File: src/padt_pkg.sv
// Package for the periodic action divider table: sizes, codes and payload types.
// Used by every module of the block; depends on nothing.
package padt_pkg;

    localparam int TABLE_DEPTH = 16;
    localparam int IDX_W       = (TABLE_DEPTH > 1) ? $clog2(TABLE_DEPTH) : 1;
    localparam int CNT_W       = $clog2(TABLE_DEPTH + 1);

    localparam logic [31:0] RESET_PERIOD = 32'd1000000;

    // Request types
    localparam logic [1:0] REQ_TICK   = 2'd0;
    localparam logic [1:0] REQ_ADD    = 2'd1;
    localparam logic [1:0] REQ_REMOVE = 2'd2;

    // Result status codes
    localparam logic [2:0] ST_FIRED     = 3'd0;
    localparam logic [2:0] ST_ADDED     = 3'd1;
    localparam logic [2:0] ST_FULL      = 3'd2;
    localparam logic [2:0] ST_REMOVED   = 3'd3;
    localparam logic [2:0] ST_NOT_FOUND = 3'd4;

    typedef struct packed {
        logic [1:0]  req_type;
        logic [31:0] elapsed_us;
        logic [7:0]  action_id;
        logic [15:0] multiplier;
    } t_req;

    typedef struct packed {
        logic [2:0]  status;
        logic [7:0]  fired_id;
        logic [47:0] interval_us;
        logic        last;
    } t_result;

    // One table entry
    typedef struct packed {
        logic [7:0]  ident;
        logic [15:0] multiple;
        logic [15:0] countdown;
    } t_entry;

    // Result request from the sequencer to the output stage
    typedef struct packed {
        logic        valid;
        logic [2:0]  status;
        logic [7:0]  id;
        logic [15:0] mult;
        logic        last;
    } t_emit;

endpackage

File: src/padt_table.sv
// Entry table of the divider: one write port, one combinational read port.
// Depends on padt_pkg.
module padt_table (
    input  logic                    i_clk,
    input  logic                    i_wr_en,
    input  logic [padt_pkg::IDX_W-1:0] i_wr_addr,
    input  padt_pkg::t_entry        i_wr_data,
    input  logic [padt_pkg::IDX_W-1:0] i_rd_addr,
    output padt_pkg::t_entry        o_rd_data
);

    padt_pkg::t_entry r_mem [padt_pkg::TABLE_DEPTH];

    // Write one entry per cycle
    always_ff @(posedge i_clk) begin
        if (i_wr_en) begin
            r_mem[i_wr_addr] <= i_wr_data;
        end
    end

    // Read the entry under the walk pointer
    assign o_rd_data = r_mem[i_rd_addr];

endmodule

File: src/padt_out.sv
// Result register of the divider: forms the interval and drives the strobe.
// Depends on padt_pkg.
module padt_out (
    input  logic              i_clk,
    input  logic              i_rst_n,
    input  padt_pkg::t_emit   i_emit,
    input  logic [31:0]       i_period,
    output logic              o_result_valid,
    output padt_pkg::t_result o_result
);

    logic [16:0] mult_p1;
    logic [47:0] product;

    // Interval is (multiplier + 1) * period
    assign mult_p1 = {1'b0, i_emit.mult} + 17'd1;
    assign product = 48'(mult_p1) * 48'(i_period);

    // Strobe: control state, cleared at reset
    always_ff @(posedge i_clk) begin
        if (!i_rst_n) begin
            o_result_valid <= 1'b0;
        end else begin
            o_result_valid <= i_emit.valid;
        end
    end

    // Hold the payload of the last request
    always_ff @(posedge i_clk) begin
        if (i_emit.valid) begin
            o_result.status   <= i_emit.status;
            o_result.fired_id <= i_emit.id;
            o_result.last     <= i_emit.last;
            if (i_emit.status == padt_pkg::ST_FIRED) begin
                o_result.interval_us <= product;
            end else begin
                o_result.interval_us <= 48'd0;
            end
        end
    end

endmodule

File: src/periodic_action_divider_table_core.sv
// Periodic action divider table. A request is taken when start is high and busy is low.
// A tick that causes no impulse is handled in the idle state. An impulse walks the table
// one entry a cycle through the single table port and then releases the last result in a
// flush state (with an empty table it stays idle). An add or remove searches one entry a
// cycle, closes the gap one entry a cycle and, for an add, then appends. Each result
// shows on o_result for one cycle with o_result_valid, in the cycle after it is formed;
// the receiver cannot hold it off, and the last result of a request carries last. The
// period register may be written while idle.
// Depends on padt_pkg, padt_table and padt_out.
module periodic_action_divider_table_core (
    input  logic              i_clk,
    input  logic              i_rst_n,
    input  logic              start,
    output logic              busy,
    input  padt_pkg::t_req    i_req,
    input  logic              i_cfg_we,
    input  logic [31:0]       i_cfg_wdata,
    output logic              o_result_valid,
    output padt_pkg::t_result o_result
);

    localparam int IW = padt_pkg::IDX_W;
    localparam int CW = padt_pkg::CNT_W;

    typedef enum logic [2:0] {
        S_IDLE,
        S_WALK,
        S_FLUSH,
        S_SEARCH,
        S_SHIFT,
        S_APPEND
    } t_state;

    t_state           r_state, n_state;
    logic [IW-1:0]    r_idx, n_idx;
    logic [CW-1:0]    r_count, n_count;
    logic [31:0]      r_base, n_base;
    logic [31:0]      r_period;
    padt_pkg::t_req   r_req, n_req;
    logic             r_pend_valid, n_pend_valid;
    logic [7:0]       r_pend_id, n_pend_id;
    logic [15:0]      r_pend_mult, n_pend_mult;

    logic             wr_en;
    logic [IW-1:0]    wr_addr;
    padt_pkg::t_entry wr_data;
    logic [IW-1:0]    rd_addr;
    padt_pkg::t_entry rd_data;
    padt_pkg::t_emit  emit;
    logic             last_idx;

    assign busy     = (r_state != S_IDLE);
    assign last_idx = ((CW'(r_idx) + CW'(1)) >= r_count);

    // Sequencer: walk, flush, search, shift and append
    always_comb begin
        n_state      = r_state;
        n_idx        = r_idx;
        n_count      = r_count;
        n_base       = r_base;
        n_req        = r_req;
        n_pend_valid = r_pend_valid;
        n_pend_id    = r_pend_id;
        n_pend_mult  = r_pend_mult;
        wr_en        = 1'b0;
        wr_addr      = r_idx;
        wr_data      = rd_data;
        rd_addr      = r_idx;
        emit         = '0;
        emit.id      = r_req.action_id;

        unique case (r_state)
            S_IDLE: begin
                if (start) begin
                    n_req   = i_req;
                    n_idx   = '0;
                    emit.id = i_req.action_id;
                    case (i_req.req_type)
                        padt_pkg::REQ_TICK: begin
                            if (r_base < i_req.elapsed_us) begin
                                n_base = r_period;
                                if (r_count != '0) begin
                                    n_pend_valid = 1'b0;
                                    n_state      = S_WALK;
                                end
                            end else begin
                                n_base = r_base - i_req.elapsed_us;
                            end
                        end
                        padt_pkg::REQ_ADD: begin
                            n_state = (r_count == '0) ? S_APPEND : S_SEARCH;
                        end
                        padt_pkg::REQ_REMOVE: begin
                            if (r_count == '0) begin
                                emit.valid  = 1'b1;
                                emit.status = padt_pkg::ST_NOT_FOUND;
                                emit.last   = 1'b1;
                            end else begin
                                n_state = S_SEARCH;
                            end
                        end
                        default: ;
                    endcase
                end
            end

            S_WALK: begin
                // Fire or count down the current entry
                wr_en = 1'b1;
                if (rd_data.countdown == 16'd0) begin
                    wr_data.countdown = rd_data.multiple;
                    if (r_pend_valid) begin
                        emit.valid  = 1'b1;
                        emit.status = padt_pkg::ST_FIRED;
                        emit.id     = r_pend_id;
                        emit.mult   = r_pend_mult;
                    end
                    n_pend_valid = 1'b1;
                    n_pend_id    = rd_data.ident;
                    n_pend_mult  = rd_data.multiple;
                end else begin
                    wr_data.countdown = rd_data.countdown - 16'd1;
                end
                if (last_idx) begin
                    n_state = S_FLUSH;
                end else begin
                    n_idx = r_idx + IW'(1);
                end
            end

            S_FLUSH: begin
                // Release the held firing as the final result
                if (r_pend_valid) begin
                    emit.valid  = 1'b1;
                    emit.status = padt_pkg::ST_FIRED;
                    emit.id     = r_pend_id;
                    emit.mult   = r_pend_mult;
                    emit.last   = 1'b1;
                end
                n_pend_valid = 1'b0;
                n_state      = S_IDLE;
            end

            S_SEARCH: begin
                if (rd_data.ident == r_req.action_id) begin
                    n_state = S_SHIFT;
                end else if (last_idx) begin
                    if (r_req.req_type == padt_pkg::REQ_ADD) begin
                        n_state = S_APPEND;
                    end else begin
                        emit.valid  = 1'b1;
                        emit.status = padt_pkg::ST_NOT_FOUND;
                        emit.last   = 1'b1;
                        n_state     = S_IDLE;
                    end
                end else begin
                    n_idx = r_idx + IW'(1);
                end
            end

            S_SHIFT: begin
                // Move the next entry down over the gap
                if (!last_idx) begin
                    rd_addr = r_idx + IW'(1);
                    wr_en   = 1'b1;
                    n_idx   = r_idx + IW'(1);
                end else begin
                    n_count = r_count - CW'(1);
                    if (r_req.req_type == padt_pkg::REQ_ADD) begin
                        n_state = S_APPEND;
                    end else begin
                        emit.valid  = 1'b1;
                        emit.status = padt_pkg::ST_REMOVED;
                        emit.last   = 1'b1;
                        n_state     = S_IDLE;
                    end
                end
            end

            S_APPEND: begin
                emit.valid = 1'b1;
                emit.last  = 1'b1;
                if (r_count >= CW'(padt_pkg::TABLE_DEPTH)) begin
                    emit.status = padt_pkg::ST_FULL;
                end else begin
                    emit.status       = padt_pkg::ST_ADDED;
                    wr_en             = 1'b1;
                    wr_addr           = IW'(r_count);
                    wr_data.ident     = r_req.action_id;
                    wr_data.multiple  = r_req.multiplier;
                    wr_data.countdown = r_req.multiplier;
                    n_count           = r_count + CW'(1);
                end
                n_state = S_IDLE;
            end

            default: begin
                n_state = S_IDLE;
            end
        endcase
    end

    // Hold state; clear control at reset
    always_ff @(posedge i_clk) begin
        if (!i_rst_n) begin
            r_state      <= S_IDLE;
            r_count      <= '0;
            r_base       <= padt_pkg::RESET_PERIOD;
            r_period     <= padt_pkg::RESET_PERIOD;
            r_pend_valid <= 1'b0;
        end else begin
            r_state      <= n_state;
            r_count      <= n_count;
            r_base       <= n_base;
            r_pend_valid <= n_pend_valid;
            if (i_cfg_we) begin
                r_period <= i_cfg_wdata;
            end
        end
        r_idx       <= n_idx;
        r_req       <= n_req;
        r_pend_id   <= n_pend_id;
        r_pend_mult <= n_pend_mult;
    end

    padt_table u_table (
        .i_clk     (i_clk),
        .i_wr_en   (wr_en),
        .i_wr_addr (wr_addr),
        .i_wr_data (wr_data),
        .i_rd_addr (rd_addr),
        .o_rd_data (rd_data)
    );

    padt_out u_out (
        .i_clk          (i_clk),
        .i_rst_n        (i_rst_n),
        .i_emit         (emit),
        .i_period       (r_period),
        .o_result_valid (o_result_valid),
        .o_result       (o_result)
    );

endmodule

File: config.mk
export PLATFORM = sky130hd
export DESIGN_NAME = periodic_action_divider_table_core
export DESIGN_NICKNAME = d
export VERILOG_FILES = /design/src/padt_pkg.sv /design/src/padt_table.sv /design/src/padt_out.sv /design/src/periodic_action_divider_table_core.sv
export SDC_FILE = /design/constraint.sdc
export NUM_CORES = 2
export LEC_CHECK = 0
export BUFFER_PORTS_ARGS = -buffer_cell sky130_fd_sc_hd__buf_2
export CORE_MARGIN = 4
export CORE_UTILIZATION = 45
export CTS_CLUSTER_SIZE = 8
export DETAILED_ROUTE_END_ITERATION = 12
export REMOVE_ABC_BUFFERS = 1
export SETUP_SLACK_MARGIN = 0.1
export SLEW_MARGIN = 30
export SYNTH_ARGS = -nofsm -noshare
export SYNTH_HDL_FRONTEND = slang
export SYNTH_SLANG_ARGS = --single-unit
File: constraint.sdc
create_clock -name i_clk -period 12.1 [get_ports i_clk]
set_clock_uncertainty 0.05 [all_clocks]
set_input_delay 0 -clock i_clk [delete_from_list [all_inputs] [get_ports i_clk]]
set_output_delay 0 -clock i_clk [all_outputs]
set_load 0.05 [all_outputs]
==> run summary <==
==============================================================================
Finish-stage setup viols                                                     0
Number of clock buffers inserted by TritonCTS                              115
Syn. warnings                                                                0
Outcome                                                           finished, final reports clean
Worst reg2reg path startpoint                                     r_idx[0]$_SDFFCE_PN0P_
Aggregate global routing overflow                                            0
TritonCTS clock tree                                                     built
Number of nets in the finished design                                    6,062
Via density per instance                                                  5.59
Core Rows                                                                  126
Cell area after synthesis                                          0.0539 mm^2
Register area                                                      0.0241 mm^2
Area growth from synthesis to layout                                     16.3%
Register share of total power                                            0.371
Cell with the most instances after synthesis                      sky130_fd_sc_hd__nand2_1
Post-layout min period                                                11.59 ns
Headroom to the max-slew limit                                           0.289
Hold crit path type                                               input port to flip-flop
Share of the clock period used by the worst path                         0.957
Initial DRC count                                                        3,287
Number of I/O port buffers                                                 155
Combinational group share of total power                                 0.359
Total iterations of the first detailed-routing run                           6
Leakage                                                                26.0 nW
Remaining DRCs                                                               0
Antenna cells                                                                0
Min-delay src                                                        i_req[52]
Max Fclk                                                            0.0863 GHz
Number of buffers on the longest clock path                                  3
Endpoint of the worst hold-timing path                            r_base[28]$_SDFFE_PN0P_
Transition time of the tightest slew-check pin                         1.06 ns
Instance count along the most critical hold path                             6
Max Slew Vio Count                                                           0
Final-layout fill cell count                                            10,400
Final estimated routing congestion in global placement                   0.873
Vias in the first global route                                          39,500
Total power after layout                                               10.8 mW
Post-Synthesis Cells                                                     4,989
Max incr delay on CP                                                   0.58 ns
Vias                                                                    39,000
Internal reg-to-reg setup slack                                        0.51 ns
Average footprint of a synthesized cell                              10.8 um^2
Netlist cell types                                                          94
Fraction of final layout cells sized beyond drive strength 1             0.131
Post-synthesis register bit count                                          828
Core Footprint                                                      0.118 mm^2
CTS clock-pin slew for the worst setup and hold paths                  0.06 ns
Maximum number of pins on one net before global-route repair                61
Slowest cell on crit path                                         sky130_fd_sc_hd__fa_1
Top-area cell type share of the netlist area                             0.420
Number of flops mapped to enable cells by yosys                            754
Sequential element share of the synthesized area                         0.448
Number of cell instances on the worst register-to-register path             49
Critical path's most frequent cell                                sky130_fd_sc_hd__fa_1
Antenna violations before repair                                             4
Most area-hungry cell type in the Yosys netlist                   sky130_fd_sc_hd__edfxtp_1
Full die area                                                       0.125 mm^2
Horizontal die dimension                                                354 um
Switch share                                                             0.359
Worst hold slack across all endpoints                                0.0440 ns
Most used flip-flop cell after synthesis                          sky130_fd_sc_hd__edfxtp_1
HPWL reported at the end of detailed placement                       99,400 um
Clock tree sinks                                                           828
Kind of critical path                                             flip-flop to flip-flop
Global-route wire length before repair                              236,000 um
End of the worst register-to-register path                        u_out.o_result[42]$_SDFFCE_PP0P_
Clock power share                                                        0.270
Most numerous cell types in the synthesized netlist               869 x sky130_fd_sc_hd__nand2_1, 754 x sky130_fd_sc_hd__edfxtp_1, 653 x sky130_fd_sc_hd__inv_1
CTS root buffer                                                   sky130_fd_sc_hd__clkbuf_16
Fraction of registers with async set or reset after synthesis                0
Max-cap viol count                                                           0
IO Pins                                                                    156
Type of element launching the critical path                          flip-flop
Internal power                                                         6.92 mW
Psw                                                                    3.88 mW
Clock insertion delay at the later pin of the skew report              0.72 ns
Max VDD drop                                                        0.000144 V
Aggregate global-route resource usage                                    0.244
Level count of the clock H-tree                                              3
Routed len/inst                                                        22.2 um
Chip Height                                                             354 um
Power per unit of standard cell area                               172 mW/mm^2
Required time of the worst setup path                                 12.47 ns
Critical Path Fanout Max                                                    25
Detailed-route wire length                                          155,000 um
Leading cell types by total area after synthesis                  sky130_fd_sc_hd__edfxtp_1 42%, sky130_fd_sc_hd__fa_1 17%, sky130_fd_sc_hd__nand2_1 6.1%
Area occupied by multi-input gates                                 0.0267 mm^2
Final Hold Viols                                                             0
Critical Path Sink Type                                              flip-flop
Post-route ant nets                                                          0
Effective utilization at floorplan                                       0.455
Arr. time, crit path                                                  11.96 ns
==============================================================================
[layout by cell type (no fill, tap or decap), drive strengths merged, types with 74 or more instances in the layout]
| master | synthesis | layout |
|---|---|---|
| a21oi | 134 | 134 |
| and2 | 156 | 156 |
| and3 | 94 | 94 |
| buf | 111 | 386 |
| clkbuf | 178 | 137 |
| dfxtp | 74 | 74 |
| dlygate4sd3 | 0 | 141 |
| edfxtp | 754 | 754 |
| fa | 450 | 450 |
| ha | 168 | 168 |
| inv | 653 | 654 |
| mux2i | 116 | 116 |
| nand2 | 871 | 874 |
| nand3 | 198 | 198 |
| nor2 | 228 | 228 |
| nor3 | 98 | 98 |
| o21ai | 115 | 116 |
[per-layer routing]
metal  up-vias  global-route usage  wire [um]  share of wire
met5         -                   0          7       0.000045
met4         2              0.0738       4950          0.032
met3       305              0.0468      12400          0.080
met2      1525               0.405      73900           0.48
met1     19600               0.326      63800           0.41
li1      17500                   -          -              -
[area by class of cell]
class | instances | share of cell area
inverters | 655 | 0.0392
clock inverters | 10 | 0.00300
multi-input cells | 3221 | 0.426
flip-flops and latches | 828 | 0.385
clock buffers | 135 | 0.0476
well taps | 1600 | 0.0319
repair buffers | 529 | 0.0668
[worst max-delay path: cells and delay by family (launching register included)]
family	cells	cell delay, ns
adders and majority gates	10	4.04
AOI/OAI and AO/OA	17	3.48
buffers and inverters	11	1.58
and+or+nand+nor	8	1.24
xor gates and xnor gates	3	0.47
DFF	1	0.39
[worst max-delay path by stage]
stage,from,endpoint,slack [ns],cells after the start
final,r_idx[0]$_SDFFCE_PN0P_,u_out.o_result[42]$_SDFFCE_PP0P_,0.51,49
after global routing,r_idx[0]$_SDFFCE_PN0P_,u_out.o_result[42]$_SDFFCE_PP0P_,-0.004,54
after CTS,r_idx[0]$_SDFFCE_PN0P_,u_out.o_result[48]$_SDFFCE_PP0P_,0.09,48
after detailed placement,r_idx[0]$_SDFFCE_PN0P_,u_out.o_result[42]$_SDFFCE_PP0P_,-0.24,48
after global placement,r_idx[0]$_SDFFCE_PN0P_,u_out.o_result[42]$_SDFFCE_PP0P_,-0.22,48
after floorplan,r_idx[2]$_SDFFCE_PN0P_,u_out.o_result[47]$_SDFFCE_PP0P_,-6.23,42
[what timing repair did]
| action | in CTS | in global routing |
|---|---|---|
| gates resized for setup | 7 | 80 |
| pin swaps | 2 | 21 |
| hold buffers | 141 | 0 |
| buffers inserted | 3 | 29 |
| setup endpoints to repair | 9 | 23 |
| hold endpoints to repair | 97 | 0 |
| cloned | 0 | 5 |
[power groups by stage]
stage	combinational (mW)	sequential, mW	clock, mW
floorplan	2.19	4.11	0
global placement	3.53	4.06	0
detailed placement	3.59	4.06	0
CTS	3.65	4.00	2.98
global route	4.18	4.01	3.10
finish	3.88	4.01	2.92
[kinds of logic (layout without fill, tap and decap cells)]
kind of cell    Yosys count  in the layout  synth area share
flops                   828            828             0.448
fa+ha+maj               618            618             0.206
compound gates          584            585            0.0751
xor+xnor                 95             95            0.0156
simple gates           1758           1761             0.149
buf+inv                 944           1329            0.0689
mux                     162            162            0.0376
[per-stage QoR]
| step | utilization | cell area, um^2 | std cells | setup WS (ns) | TNS, ns |
|---|---|---|---|---|---|
| final | 0.529 | 62700 | 6978 | 0.515 | 0 |
| after global routing | 0.529 | 62700 | 6978 | -0.00397 | -0.00397 |
| after CTS | 0.523 | 62000 | 6944 | 0.0897 | 0 |
| after detailed placement | 0.484 | 57300 | 6655 | -0.240 | -0.646 |
| after global placement | 0.484 | 57300 | 6653 | -0.219 | -0.519 |
| after floorplan | - | 52600 | 4700 | -6.23 | -334.16 |
[state kept, by name, indices dropped and copies added, names as in the netlist]
register              flops
u_table.r_mem           640
u_out.o_result           60
r_base                   32
r_period                 32
r_req                    26
r_pend_mult              16
r_pend_id                 8
r_count                   5
r_idx                     4
r_state                   3
r_pend_valid              1
u_out.o_result_valid      1
No activity file was read; power rests on OpenSTA's default activity.
